[src/hdl/hpid_pkg.sv]
// Shared widths, constants and types of the heater PID controller.
package hpid_pkg;

  localparam int PWM_BITS_DEF = 10;

  localparam int TEMP_W     = 16;
  localparam int TIME_W     = 32;
  localparam int GAIN_W     = 16;
  localparam int BAND_W     = 15;
  localparam int DUTY_W     = 10;
  localparam int PERIOD_W   = 16;
  localparam int CFG_DATA_W = 16;
  localparam int CFG_IDX_W  = 3;
  localparam int ERR_W      = 17;
  localparam int DIFF_W     = 18;
  localparam int INTEG_W    = 24;
  localparam int SUM_W      = 35;
  localparam int DT_W       = 16;
  localparam int WIDE_W     = 64;
  localparam int MUL_A_W    = 45;
  localparam int MUL_B_W    = 20;
  localparam int MUL_P_W    = MUL_A_W + MUL_B_W + 1;

  localparam logic [PERIOD_W-1:0]      PERIOD_RST  = 16'd100;
  localparam logic [DT_W-1:0]          DT_MAX      = '1;
  localparam logic signed [SUM_W-1:0]  INTEG_LIMIT = 35'sd3200000;
  localparam logic signed [SUM_W-1:0]  INTEG_FLOOR = -35'sd3200000;
  localparam logic [MUL_B_W-1:0]       SCALE_K     = 20'd1000;
  localparam logic [MUL_B_W-1:0]       SCALE_M     = 20'd1000000;
  localparam logic signed [MUL_A_W-1:0] DUTY_DENOM = 45'sd409600000;

  typedef enum logic [CFG_IDX_W-1:0] {
    REG_TARGET_TEMP = 3'd0,
    REG_ENABLE      = 3'd1,
    REG_GAIN_P      = 3'd2,
    REG_GAIN_I      = 3'd3,
    REG_GAIN_D      = 3'd4,
    REG_BAND        = 3'd5,
    REG_RAPID_DUTY  = 3'd6,
    REG_PERIOD      = 3'd7
  } cfg_reg_t;

  typedef enum logic [4:0] {
    ST_IDLE, ST_PREP, ST_EVAL, ST_RAPID, ST_ED, ST_INTEG, ST_ID, ST_IG,
    ST_PE, ST_PK, ST_PD, ST_DE, ST_DK, ST_DEN, ST_CHECK, ST_DIV,
    ST_DIVEND, ST_OUT
  } ctrl_state_t;

  typedef enum logic [4:0] {
    DP_NOP, DP_CAPTURE, DP_PREP, DP_RAPID, DP_ED, DP_INTEG, DP_ID, DP_IG,
    DP_PE, DP_PK, DP_PD, DP_DE, DP_DK, DP_DEN, DP_CHECK, DP_DIV,
    DP_DIVEND, DP_OUT
  } dp_op_t;

  typedef struct packed {
    logic enable;
    logic dt_zero;
    logic rapid;
    logic acc_nonpos;
    logic acc_ge_den;
  } dp_stat_t;

endpackage

[src/hdl/heater_pid_with_rapid_heat.sv]
// Heater PID controller with integral clamp and open-loop rapid-heat mode.
// Each input word is one temperature sample (signed, 1/16 degree F) with a
// millisecond timestamp; each enabled sample with a nonzero interval yields one
// output word carrying the PWM duty count and two flags. The error is
// target_temp minus measured_temp. When it exceeds handoff_band the block
// clears the integral and drives rapid_duty (rapid_mode set). Otherwise it runs
// one PID step: the integral (error times interval) is clamped to plus or minus
// 200 degree-seconds, with integral_limited set when the clamp acts, and the
// percent sum of the three Q8.8 gain terms is scaled into 0 to 2^PWM_BITS-1.
// Samples while disabled are dropped without effect, and a sample whose
// interval is zero only updates the stored timestamp. Sequencing: a PID
// sample runs the ten-step sequence through the one shared multiplier and
// then the restoring divider, which yields one duty bit per cycle; a PID
// sample whose duty saturates skips the divider. A finished word waits in
// the output register, so the input side keeps moving until a second
// result is ready while the first is still not taken. Configuration is a
// plain write port (cfg_we, cfg_index, cfg_data), to be used only while idle;
// the user is bound to this, as the block itself does not enforce it. Writing
// enable as zero also clears the integral, previous error and stored duty level.
module heater_pid_with_rapid_heat import hpid_pkg::*; #(
  parameter int PWM_BITS = PWM_BITS_DEF
) (
  input  logic                  clk,
  input  logic                  rst,
  input  logic                  cfg_we,
  input  logic [CFG_IDX_W-1:0]  cfg_index,
  input  logic [CFG_DATA_W-1:0] cfg_data,
  input  logic                  in_valid,
  output logic                  in_ready,
  input  logic [TEMP_W-1:0]     measured_temp,
  input  logic [TIME_W-1:0]     time_ms,
  output logic                  out_valid,
  input  logic                  out_ready,
  output logic [DUTY_W-1:0]     duty,
  output logic                  rapid_mode,
  output logic                  integral_limited
);

  // Command from the sequencer and status back from the datapath.
  dp_op_t   op;
  dp_stat_t stat;

  hpid_ctrl #(
    .PWM_BITS (PWM_BITS)
  ) u_ctrl (
    .clk       (clk),
    .rst       (rst),
    .in_valid  (in_valid),
    .in_ready  (in_ready),
    .out_valid (out_valid),
    .out_ready (out_ready),
    .stat      (stat),
    .op        (op)
  );

  hpid_dpath #(
    .PWM_BITS (PWM_BITS)
  ) u_dpath (
    .clk              (clk),
    .rst              (rst),
    .cfg_we           (cfg_we),
    .cfg_index        (cfg_index),
    .cfg_data         (cfg_data),
    .measured_temp    (measured_temp),
    .time_ms          (time_ms),
    .op               (op),
    .stat             (stat),
    .duty             (duty),
    .rapid_mode       (rapid_mode),
    .integral_limited (integral_limited)
  );

endmodule

[src/hdl/hpid_dpath.sv]
// Datapath of the heater PID controller: registers, shared multiplier, divider.
module hpid_dpath import hpid_pkg::*; #(
  parameter int PWM_BITS = PWM_BITS_DEF
) (
  input  logic                     clk,
  input  logic                     rst,
  input  logic                     cfg_we,
  input  logic [CFG_IDX_W-1:0]     cfg_index,
  input  logic [CFG_DATA_W-1:0]    cfg_data,
  input  logic [TEMP_W-1:0]        measured_temp,
  input  logic [TIME_W-1:0]        time_ms,
  input  dp_op_t                   op,
  output dp_stat_t                 stat,
  output logic [DUTY_W-1:0]        duty,
  output logic                     rapid_mode,
  output logic                     integral_limited
);

  localparam int EXT_W = PWM_BITS + DUTY_W;
  localparam logic [PWM_BITS-1:0] MX = '1;

  // Configuration registers.
  logic signed [TEMP_W-1:0]  target_temp;
  logic                      enable;
  logic [GAIN_W-1:0]         gain_p;
  logic [GAIN_W-1:0]         gain_i;
  logic [GAIN_W-1:0]         gain_d;
  logic [BAND_W-1:0]         handoff_band;
  logic [DUTY_W-1:0]         rapid_duty;
  logic [PERIOD_W-1:0]       default_period_ms;

  // Controller state.
  logic signed [INTEG_W-1:0] integral_sum;
  logic signed [ERR_W-1:0]   last_error;
  logic [TIME_W-1:0]         last_time;
  logic [PWM_BITS-1:0]       duty_level;

  // Working registers.
  logic signed [TEMP_W-1:0]  meas;
  logic [TIME_W-1:0]         stamp;
  logic [DT_W-1:0]           dt;
  logic signed [ERR_W-1:0]   err;
  logic signed [WIDE_W-1:0]  prod;
  logic signed [WIDE_W-1:0]  acc;
  logic [WIDE_W-1:0]         rem;
  logic [WIDE_W-1:0]         dvs;
  logic [PWM_BITS-1:0]       quo;
  logic                      lim;
  logic                      rapid;

  logic [TIME_W-1:0]          dt_raw;
  logic [DT_W-1:0]            dt_calc;
  logic signed [ERR_W-1:0]    err_calc;
  logic signed [DIFF_W-1:0]   diff;
  logic signed [SUM_W-1:0]    sum;
  logic signed [SUM_W-1:0]    sum_clamp;
  logic                       sum_hit;
  logic signed [MUL_A_W-1:0]  mul_a;
  logic [MUL_B_W-1:0]         mul_b;
  logic signed [MUL_P_W-1:0]  mul_p;
  logic [EXT_W-1:0]           rapid_ext;
  logic [PWM_BITS-1:0]        rapid_sat;
  logic [EXT_W-1:0]           duty_ext;
  logic                       rem_ge;

  // Interval since the last sample; the default period stands in while no
  // timestamp is stored.
  assign dt_raw  = stamp - last_time;
  assign dt_calc = (last_time == '0) ? default_period_ms :
                   ((|dt_raw[TIME_W-1:DT_W]) ? DT_MAX : dt_raw[DT_W-1:0]);
  assign err_calc = ERR_W'(target_temp) - ERR_W'(meas);
  assign diff     = DIFF_W'(err) - DIFF_W'(last_error);

  always_comb begin
    sum       = SUM_W'(integral_sum) + $signed(prod[SUM_W-1:0]);
    sum_clamp = sum;
    sum_hit   = 1'b0;
    if (sum > INTEG_LIMIT) begin
      sum_clamp = INTEG_LIMIT;
      sum_hit   = 1'b1;
    end else if (sum < INTEG_FLOOR) begin
      sum_clamp = INTEG_FLOOR;
      sum_hit   = 1'b1;
    end
  end

  always_comb begin
    case (op)
      DP_ED: begin
        mul_a = MUL_A_W'(err);
        mul_b = MUL_B_W'(dt);
      end
      DP_ID: begin
        mul_a = MUL_A_W'(integral_sum);
        mul_b = MUL_B_W'(dt);
      end
      DP_IG: begin
        mul_a = $signed(prod[MUL_A_W-1:0]);
        mul_b = MUL_B_W'(gain_i);
      end
      DP_PE: begin
        mul_a = MUL_A_W'(err);
        mul_b = MUL_B_W'(gain_p);
      end
      DP_PK: begin
        mul_a = $signed(prod[MUL_A_W-1:0]);
        mul_b = SCALE_K;
      end
      DP_PD: begin
        mul_a = $signed(prod[MUL_A_W-1:0]);
        mul_b = MUL_B_W'(dt);
      end
      DP_DE: begin
        mul_a = MUL_A_W'(diff);
        mul_b = MUL_B_W'(gain_d);
      end
      DP_DK: begin
        mul_a = $signed(prod[MUL_A_W-1:0]);
        mul_b = SCALE_M;
      end
      DP_DEN: begin
        mul_a = DUTY_DENOM;
        mul_b = MUL_B_W'(dt);
      end
      default: begin
        mul_a = '0;
        mul_b = '0;
      end
    endcase
  end

  assign mul_p = mul_a * $signed({1'b0, mul_b});

  assign rapid_ext = EXT_W'(rapid_duty);
  assign rapid_sat = (rapid_ext > EXT_W'(MX)) ? MX : rapid_ext[PWM_BITS-1:0];
  assign duty_ext  = EXT_W'(duty_level);
  assign rem_ge    = (rem >= dvs);

  assign stat.enable     = enable;
  assign stat.dt_zero    = (dt == '0);
  assign stat.rapid      = DIFF_W'(err) > $signed({3'b000, handoff_band});
  assign stat.acc_nonpos = (acc <= 0);
  assign stat.acc_ge_den = (acc >= prod);

  // Registers with reset: configuration and the controller's own state.
  always_ff @(posedge clk) begin
    if (rst) begin
      target_temp       <= '0;
      enable            <= 1'b0;
      gain_p            <= '0;
      gain_i            <= '0;
      gain_d            <= '0;
      handoff_band      <= '0;
      rapid_duty        <= '0;
      default_period_ms <= PERIOD_RST;
      integral_sum      <= '0;
      last_error        <= '0;
      last_time         <= '0;
      duty_level        <= '0;
    end else begin
      if (cfg_we) begin
        case (cfg_reg_t'(cfg_index))
          REG_TARGET_TEMP: target_temp <= $signed(cfg_data[TEMP_W-1:0]);
          REG_ENABLE: begin
            enable <= cfg_data[0];
            if (!cfg_data[0]) begin
              integral_sum <= '0;
              last_error   <= '0;
              duty_level   <= '0;
            end
          end
          REG_GAIN_P:     gain_p            <= cfg_data[GAIN_W-1:0];
          REG_GAIN_I:     gain_i            <= cfg_data[GAIN_W-1:0];
          REG_GAIN_D:     gain_d            <= cfg_data[GAIN_W-1:0];
          REG_BAND:       handoff_band      <= cfg_data[BAND_W-1:0];
          REG_RAPID_DUTY: rapid_duty        <= cfg_data[DUTY_W-1:0];
          REG_PERIOD:     default_period_ms <= cfg_data[PERIOD_W-1:0];
          default: ;
        endcase
      end
      case (op)
        DP_PREP: last_time <= stamp;
        DP_RAPID: begin
          integral_sum <= '0;
          last_error   <= err;
          duty_level   <= rapid_sat;
        end
        DP_INTEG: integral_sum <= sum_clamp[INTEG_W-1:0];
        DP_DE:    last_error   <= err;
        DP_CHECK: begin
          if (stat.acc_nonpos) begin
            duty_level <= '0;
          end else if (stat.acc_ge_den) begin
            duty_level <= MX;
          end
        end
        DP_DIVEND: duty_level <= quo;
        default: ;
      endcase
    end
  end

  // Working and output payload registers.
  always_ff @(posedge clk) begin
    case (op)
      DP_CAPTURE: begin
        meas  <= $signed(measured_temp);
        stamp <= time_ms;
      end
      DP_PREP: begin
        dt  <= dt_calc;
        err <= err_calc;
      end
      DP_RAPID: begin
        rapid <= 1'b1;
        lim   <= 1'b0;
      end
      DP_ED: begin
        prod  <= mul_p[WIDE_W-1:0];
        rapid <= 1'b0;
      end
      DP_INTEG: lim <= sum_hit;
      DP_ID, DP_IG, DP_PK, DP_PD, DP_DK: prod <= mul_p[WIDE_W-1:0];
      DP_PE: begin
        acc  <= prod;
        prod <= mul_p[WIDE_W-1:0];
      end
      DP_DE, DP_DEN: begin
        acc  <= acc + prod;
        prod <= mul_p[WIDE_W-1:0];
      end
      DP_CHECK: begin
        // Numerator times the full-scale count, then long division by the
        // denominator one quotient bit per cycle.
        rem <= WIDE_W'(acc <<< PWM_BITS) - WIDE_W'(acc);
        dvs <= WIDE_W'(prod) << (PWM_BITS - 1);
        quo <= '0;
      end
      DP_DIV: begin
        if (rem_ge) begin
          rem <= rem - dvs;
        end
        quo <= {quo[PWM_BITS-2:0], rem_ge};
        dvs <= dvs >> 1;
      end
      DP_OUT: begin
        duty             <= duty_ext[DUTY_W-1:0];
        rapid_mode       <= rapid;
        integral_limited <= lim;
      end
      default: ;
    endcase
  end

endmodule

[src/hdl/hpid_ctrl.sv]
// Sequencing state machine of the heater PID controller.
module hpid_ctrl import hpid_pkg::*; #(
  parameter int PWM_BITS = PWM_BITS_DEF
) (
  input  logic     clk,
  input  logic     rst,
  input  logic     in_valid,
  output logic     in_ready,
  output logic     out_valid,
  input  logic     out_ready,
  input  dp_stat_t stat,
  output dp_op_t   op
);

  localparam int CNT_W = $clog2(PWM_BITS);
  localparam logic [CNT_W-1:0] CNT_LAST = CNT_W'(PWM_BITS - 1);

  ctrl_state_t      state;
  ctrl_state_t      state_next;
  logic [CNT_W-1:0] cnt;
  logic [CNT_W-1:0] cnt_next;
  logic             slot_free;
  logic             out_load;

  assign slot_free = !out_valid || out_ready;
  assign cnt_next  = (state == ST_DIV) ? cnt + 1'b1 : '0;

  always_comb begin
    state_next = state;
    case (state)
      ST_IDLE:   if (in_valid && stat.enable) state_next = ST_PREP;
      ST_PREP:   state_next = ST_EVAL;
      ST_EVAL: begin
        if (stat.dt_zero) begin
          state_next = ST_IDLE;
        end else if (stat.rapid) begin
          state_next = ST_RAPID;
        end else begin
          state_next = ST_ED;
        end
      end
      ST_RAPID:  state_next = ST_OUT;
      ST_ED:     state_next = ST_INTEG;
      ST_INTEG:  state_next = ST_ID;
      ST_ID:     state_next = ST_IG;
      ST_IG:     state_next = ST_PE;
      ST_PE:     state_next = ST_PK;
      ST_PK:     state_next = ST_PD;
      ST_PD:     state_next = ST_DE;
      ST_DE:     state_next = ST_DK;
      ST_DK:     state_next = ST_DEN;
      ST_DEN:    state_next = ST_CHECK;
      ST_CHECK: begin
        if (stat.acc_nonpos || stat.acc_ge_den) begin
          state_next = ST_OUT;
        end else begin
          state_next = ST_DIV;
        end
      end
      ST_DIV:    if (cnt == CNT_LAST) state_next = ST_DIVEND;
      ST_DIVEND: state_next = ST_OUT;
      ST_OUT:    if (slot_free) state_next = ST_IDLE;
      default:   state_next = ST_IDLE;
    endcase
  end

  always_comb begin
    in_ready = 1'b0;
    out_load = 1'b0;
    op       = DP_NOP;
    case (state)
      ST_IDLE: begin
        in_ready = 1'b1;
        if (in_valid) op = DP_CAPTURE;
      end
      ST_PREP:   op = DP_PREP;
      ST_RAPID:  op = DP_RAPID;
      ST_ED:     op = DP_ED;
      ST_INTEG:  op = DP_INTEG;
      ST_ID:     op = DP_ID;
      ST_IG:     op = DP_IG;
      ST_PE:     op = DP_PE;
      ST_PK:     op = DP_PK;
      ST_PD:     op = DP_PD;
      ST_DE:     op = DP_DE;
      ST_DK:     op = DP_DK;
      ST_DEN:    op = DP_DEN;
      ST_CHECK:  op = DP_CHECK;
      ST_DIV:    op = DP_DIV;
      ST_DIVEND: op = DP_DIVEND;
      ST_OUT: begin
        if (slot_free) begin
          op       = DP_OUT;
          out_load = 1'b1;
        end
      end
      default:   op = DP_NOP;
    endcase
  end

  always_ff @(posedge clk) begin
    if (rst) begin
      state     <= ST_IDLE;
      cnt       <= '0;
      out_valid <= 1'b0;
    end else begin
      state <= state_next;
      cnt   <= cnt_next;
      if (out_load) begin
        out_valid <= 1'b1;
      end else if (out_ready) begin
        out_valid <= 1'b0;
      end
    end
  end

endmodule

[config.mk]
export PLATFORM = sky130hd
export DESIGN_NAME = heater_pid_with_rapid_heat
export DESIGN_NICKNAME = d
export VERILOG_FILES = /design/src/hdl/hpid_pkg.sv /design/src/hdl/heater_pid_with_rapid_heat.sv /design/src/hdl/hpid_dpath.sv /design/src/hdl/hpid_ctrl.sv
export SDC_FILE = /design/constraint.sdc
export NUM_CORES = 2
export LEC_CHECK = 0
export BUFFER_PORTS_ARGS = -buffer_cell sky130_fd_sc_hd__buf_2
export CORE_MARGIN = 2
export CORE_UTILIZATION = 60
export DETAILED_ROUTE_END_ITERATION = 8
export PLACE_DENSITY = 0.79
export SETUP_SLACK_MARGIN = 0.4
export SLEW_MARGIN = 20
export SYNTH_ARGS = -nofsm -noshare
export SYNTH_HDL_FRONTEND = slang
export SYNTH_SLANG_ARGS = --single-unit
[constraint.sdc]
create_clock -name clk -period 13.8 [get_ports clk]
set_input_delay 2.76 -clock clk [delete_from_list [all_inputs] [get_ports clk]]
set_output_delay 2.76 -clock clk [all_outputs]
set_load 0.05 [all_outputs]
==> impl_metrics.py <==
metrics = {
    "sta": {
        "period_minus_slack_ns": 13.00,
        "fin_worst_hold_slack_ns": 0.429,
        "setup_slack_ns": 0.800,
        "fmax_ghz": 0.0769,
        "timing_hold_violations_final": 0,
        "timing_worst_slew_pin_value_ns": 1.19,
        "rsz_0062_raised_after_global_routing": "false",
        "timing.final.max_slew_violations": 0,
        "number_of_setup_violations_in_the_final_report": 0,
        "worst_max_slew_margin_expressed_relative_to_the_limit_pct": 20.6,
        "layout_worst_path_cycle_share_pct": 94.2,
        "clock_skew_ns": 0.0363,
        "setup_total_negative_slack_ns": 0,
    },
    "critical_path": {
        "critPathMaxStageDelay_ns": 0.62,
        "critPathKind": "in2reg",
        "signal_arrival_time_at_the_worst_endpoint_ns": 13.39,
        "timing.critical_path.required_ns": 14.19,
        "r2r_start": "u_ctrl.state[4]",
        "worst-path-max-fanout": 13,
        "cp_num_buf_inv": 6,
        "crit_path_start_kind": "primary input",
        "reg2reg_slack_ns": 2.04,
        "crit_path_end_kind": "flop",
        "max_stage_delay_cell_worst_path": "sky130_fd_sc_hd__or4b_2",
        "worst-r2r-cell-count": 35,
        "worstReg2RegEnd": "u_dpath.prod[62]",
        "critical-path-top-cell-by-count": "sky130_fd_sc_hd__fa_1",
        "cell_family_contributing_the_most_delay_on_the_critical_path": "adder cells",
    },
    "logic_synthesis": {
        "synth-warning-count": 0,
        "synth-seq-area-share_pct": 21.7,
        "synth_fa_ha_area_share_pct": 33.2,
        "synth.top_cells.by_count": "sky130_fd_sc_hd__inv_1 (1,307), sky130_fd_sc_hd__nand2_1 (1,048), sky130_fd_sc_hd__fa_1 (807)",
        "synth_compound_area_share_pct": 15.9,
        "synth_top_area_share_pct": 23.6,
        "synth.ff_latch_count": 560,
        "postSynthAreaPerCell_sq_um": 8.49,
        "muxShareOfSynthArea_pct": 0.148,
        "ys_top_cells_by_area": "sky130_fd_sc_hd__fa_1 (24%), sky130_fd_sc_hd__edfxtp_1 (16%), sky130_fd_sc_hd__ha_1 (9.6%)",
        "synthesis.nets": 9457,
        "synth_top_family_by_area": "adder cells",
        "synth_simple_gate_area_share_pct": 15.9,
        "synth_xor_area_share_pct": 4.07,
        "synthArstFlopShare_pct": 0,
        "netlist_instances": 8055,
        "dominantRegCellSynth": "sky130_fd_sc_hd__edfxtp_1",
        "synth_edf_count": 361,
        "synth_cell_types": 94,
        "netlist_area_sq_um": 68400,
        "yosys.cell_count.top_type": "sky130_fd_sc_hd__inv_1",
        "synthDominantAreaCellType": "sky130_fd_sc_hd__fa_1",
    },
    "cts": {
        "clkSinkCount": 560,
        "tritoncts": "yes",
        "postCtsSetupRepairBufs": 0,
        "cts_root_buf": "sky130_fd_sc_hd__clkbuf_16",
        "cts-htree-levels": 3,
        "tritoncts_buffer_count": 68,
        "ctsLongestPathBuffers": 3,
        "post_cts_hold_buffer_count": 0,
        "cts_resized": 0,
        "clkTransAtPathRegs_ns": 0.07,
        "clock_network_latency_to_the_later_pin_of_the_worst_skew_pair_ns": 0.66,
    },
    "placed_design": {
        "worst_setup_slack_before_clock_tree_synthesis_ns": 0.182,
        "dp_hpwl_um": 156000,
        "place.port_buffers": 85,
        "post-place-cells": 9417,
        "globalplace.congestion": 1.00,
    },
    "detailed_routing": {
        "drt-total-wl_um": 199000,
        "drtIter0Drc": 6032,
        "drt.antenna.violating_nets": 0,
        "detail_route.wl_per_cell_um": 20.9,
        "drc": 0,
        "vias_per_cell": 6.09,
        "detailroute.via_count": 58160,
        "dr.pass1.iters": 8,
    },
    "final_layout": {
        "layout-area-overhead-vs-synth_pct": 6.68,
        "diodes": 0,
        "final_nets": 9390,
        "final_cells": 9543,
        "drive_above_1_share_pct": 5.10,
    },
    "global_route": {
        "global_route_met3_utilization_pct": 6.40,
        "grt_max_degree": 105,
        "grt_first_pass_wirelength_um": 316000,
        "global_route.peak_usage_layer": "met2",
        "met1_layer_usage_reported_by_global_route_pct": 46.7,
        "globalRouteTotalUtil_pct": 34.2,
        "grt.met2_usage_pct": 53.8,
        "antenna_violations_before_repair": 0,
        "grt_pass1_vias": 58425,
        "global_route.overflow_total": 0,
    },
    "min_path": {
        "holdPathEnd": "u_dpath.duty[0]",
        "hold_path_startpoint": "u_dpath.duty_level[0]",
        "worst_hold_path.num_cells": 0,
        "hold_class": "reg2reg",
    },
    "floorplanning": {
        "row_count": 123,
        "die-area_sq_um": 117000,
        "die_w_um": 342,
        "design.core.area_sq_um": 113000,
        "dieHeight_um": 342,
        "number_of_top_level_pins": 86,
        "start_util_pct": 60.6,
    },
    "power": {
        "total_power_w": 0.00383,
        "ir_worst_vdd_mv": 0.0997,
        "leakage_power_summed_over_all_cells_nw": 33.2,
        "cellPowerDensity_nw_per_um2": 52.5,
    },
    "flow_run": {
        "max-cap-violations": 0,
    },
    "status": {
        "run_status": "completed",
    },
}
worst reg2reg max path, delay by kind of cell (launching register included):
kind | cells | cell delay [ns]
and+or+nand+nor | 9 | 3.19
adders and majority gates | 8 | 4.00
DFF | 1 | 0.55
AOI/OAI and AO/OA | 12 | 3.06
buffers and inverters | 6 | 0.71
power by group:
group / switching (W) / internal, W
logic: 0.000104 / 0.0000569
registers: 0.0000121 / 0.00179
clock network: 0.000798 / 0.00107
per-stage QoR:
step           instance area (sq um)  util, %
5_1_grt                        72900     64.6
6_report                       72900     64.6
2_1_floorplan                  68400        -
3_3_place_gp                   70600     62.6
4_1_cts                        72900     64.6
3_5_place_dp                   70600     62.6
metal layers:
metal  wire length (um)  vias to the layer above
met3              20300                      529
li1                   -                    26485
met5                  0                        -
met4               8680                        0
met1              81000                    28200
met2              89100                     2946
cells in the final DEF (no fill, tap or decap), types with 39 or more instances in the layout:
cell type	instances
sky130_fd_sc_hd__nand4_1	74
sky130_fd_sc_hd__a21o_1	161
sky130_fd_sc_hd__buf_2	87
sky130_fd_sc_hd__and3_1	45
sky130_fd_sc_hd__or3_1	40
sky130_fd_sc_hd__and2_1	39
sky130_fd_sc_hd__edfxtp_1	361
sky130_fd_sc_hd__nor4_1	49
sky130_fd_sc_hd__a21oi_1	641
sky130_fd_sc_hd__o21bai_1	76
sky130_fd_sc_hd__ha_1	523
sky130_fd_sc_hd__nand2_1	1046
sky130_fd_sc_hd__a211oi_1	46
sky130_fd_sc_hd__clkbuf_16	69
sky130_fd_sc_hd__dfxtp_1	199
sky130_fd_sc_hd__nand2b_1	81
sky130_fd_sc_hd__nor2b_1	61
sky130_fd_sc_hd__inv_1	1305
sky130_fd_sc_hd__nand3_1	98
sky130_fd_sc_hd__o21a_1	50
sky130_fd_sc_hd__nor3_1	109
sky130_fd_sc_hd__nor2_1	722
sky130_fd_sc_hd__buf_4	114
sky130_fd_sc_hd__o21ai_0	328
sky130_fd_sc_hd__xor2_1	96
sky130_fd_sc_hd__xnor2_1	222
sky130_fd_sc_hd__fa_1	807
layout make-up:
type / instances / area, sq um
Clock buffer: 89 / 1870
Clock inverter: 36 / 425
Fill cell: 9269 / 39900
Inverter: 1307 / 4910
Multi-Input combinational cell: 5847 / 47700
Sequential cell: 560 / 14800
Tap cell: 1500 / 1880
Timing Repair Buffer: 204 / 1330
cell families after synthesis:
logic type,after synthesis
xor gates and xnor gates,318
buffers and inverters,1648
muxes,10
AOI/OAI and AO/OA,1723
adders and majority gates,1330
and+or+nand+nor,2465
other,1
DFF,560
registers in the layout (all words and copies together), names as in the netlist, 4 cells and up:
name,flops
u_dpath.duty_level,10
u_dpath.quo,10
u_dpath.target_temp,16
u_dpath.err,17
u_dpath.dt,16
u_dpath.stamp,32
u_dpath.dvs,64
u_ctrl.cnt,4
u_dpath.meas,16
u_dpath.last_time,32
u_dpath.gain_i,16
u_dpath.handoff_band,15
u_dpath.last_error,17
u_dpath.rem,64
u_dpath.rapid_duty,10
u_dpath.gain_d,16
u_dpath.duty,10
u_dpath.default_period_ms,16
u_dpath.integral_sum,24
u_dpath.prod,64
u_dpath.acc,64
u_dpath.gain_p,16
u_ctrl.state,5
worst max path at each step:
stage | start | to | slack [ns] | cells after the start
after floorplan | in_valid | u_dpath.prod[62] | 0.81 | 36
after global placement | out_ready | u_dpath.prod[62] | 0.41 | 37
after detailed placement | out_ready | u_dpath.prod[62] | 0.18 | 37
after CTS | out_ready | u_dpath.prod[62] | 0.77 | 37
after global routing | out_ready | u_dpath.prod[62] | 0.43 | 36
final | out_ready | u_dpath.prod[62] | 0.80 | 36
Power figures use the tool's default switching activity.
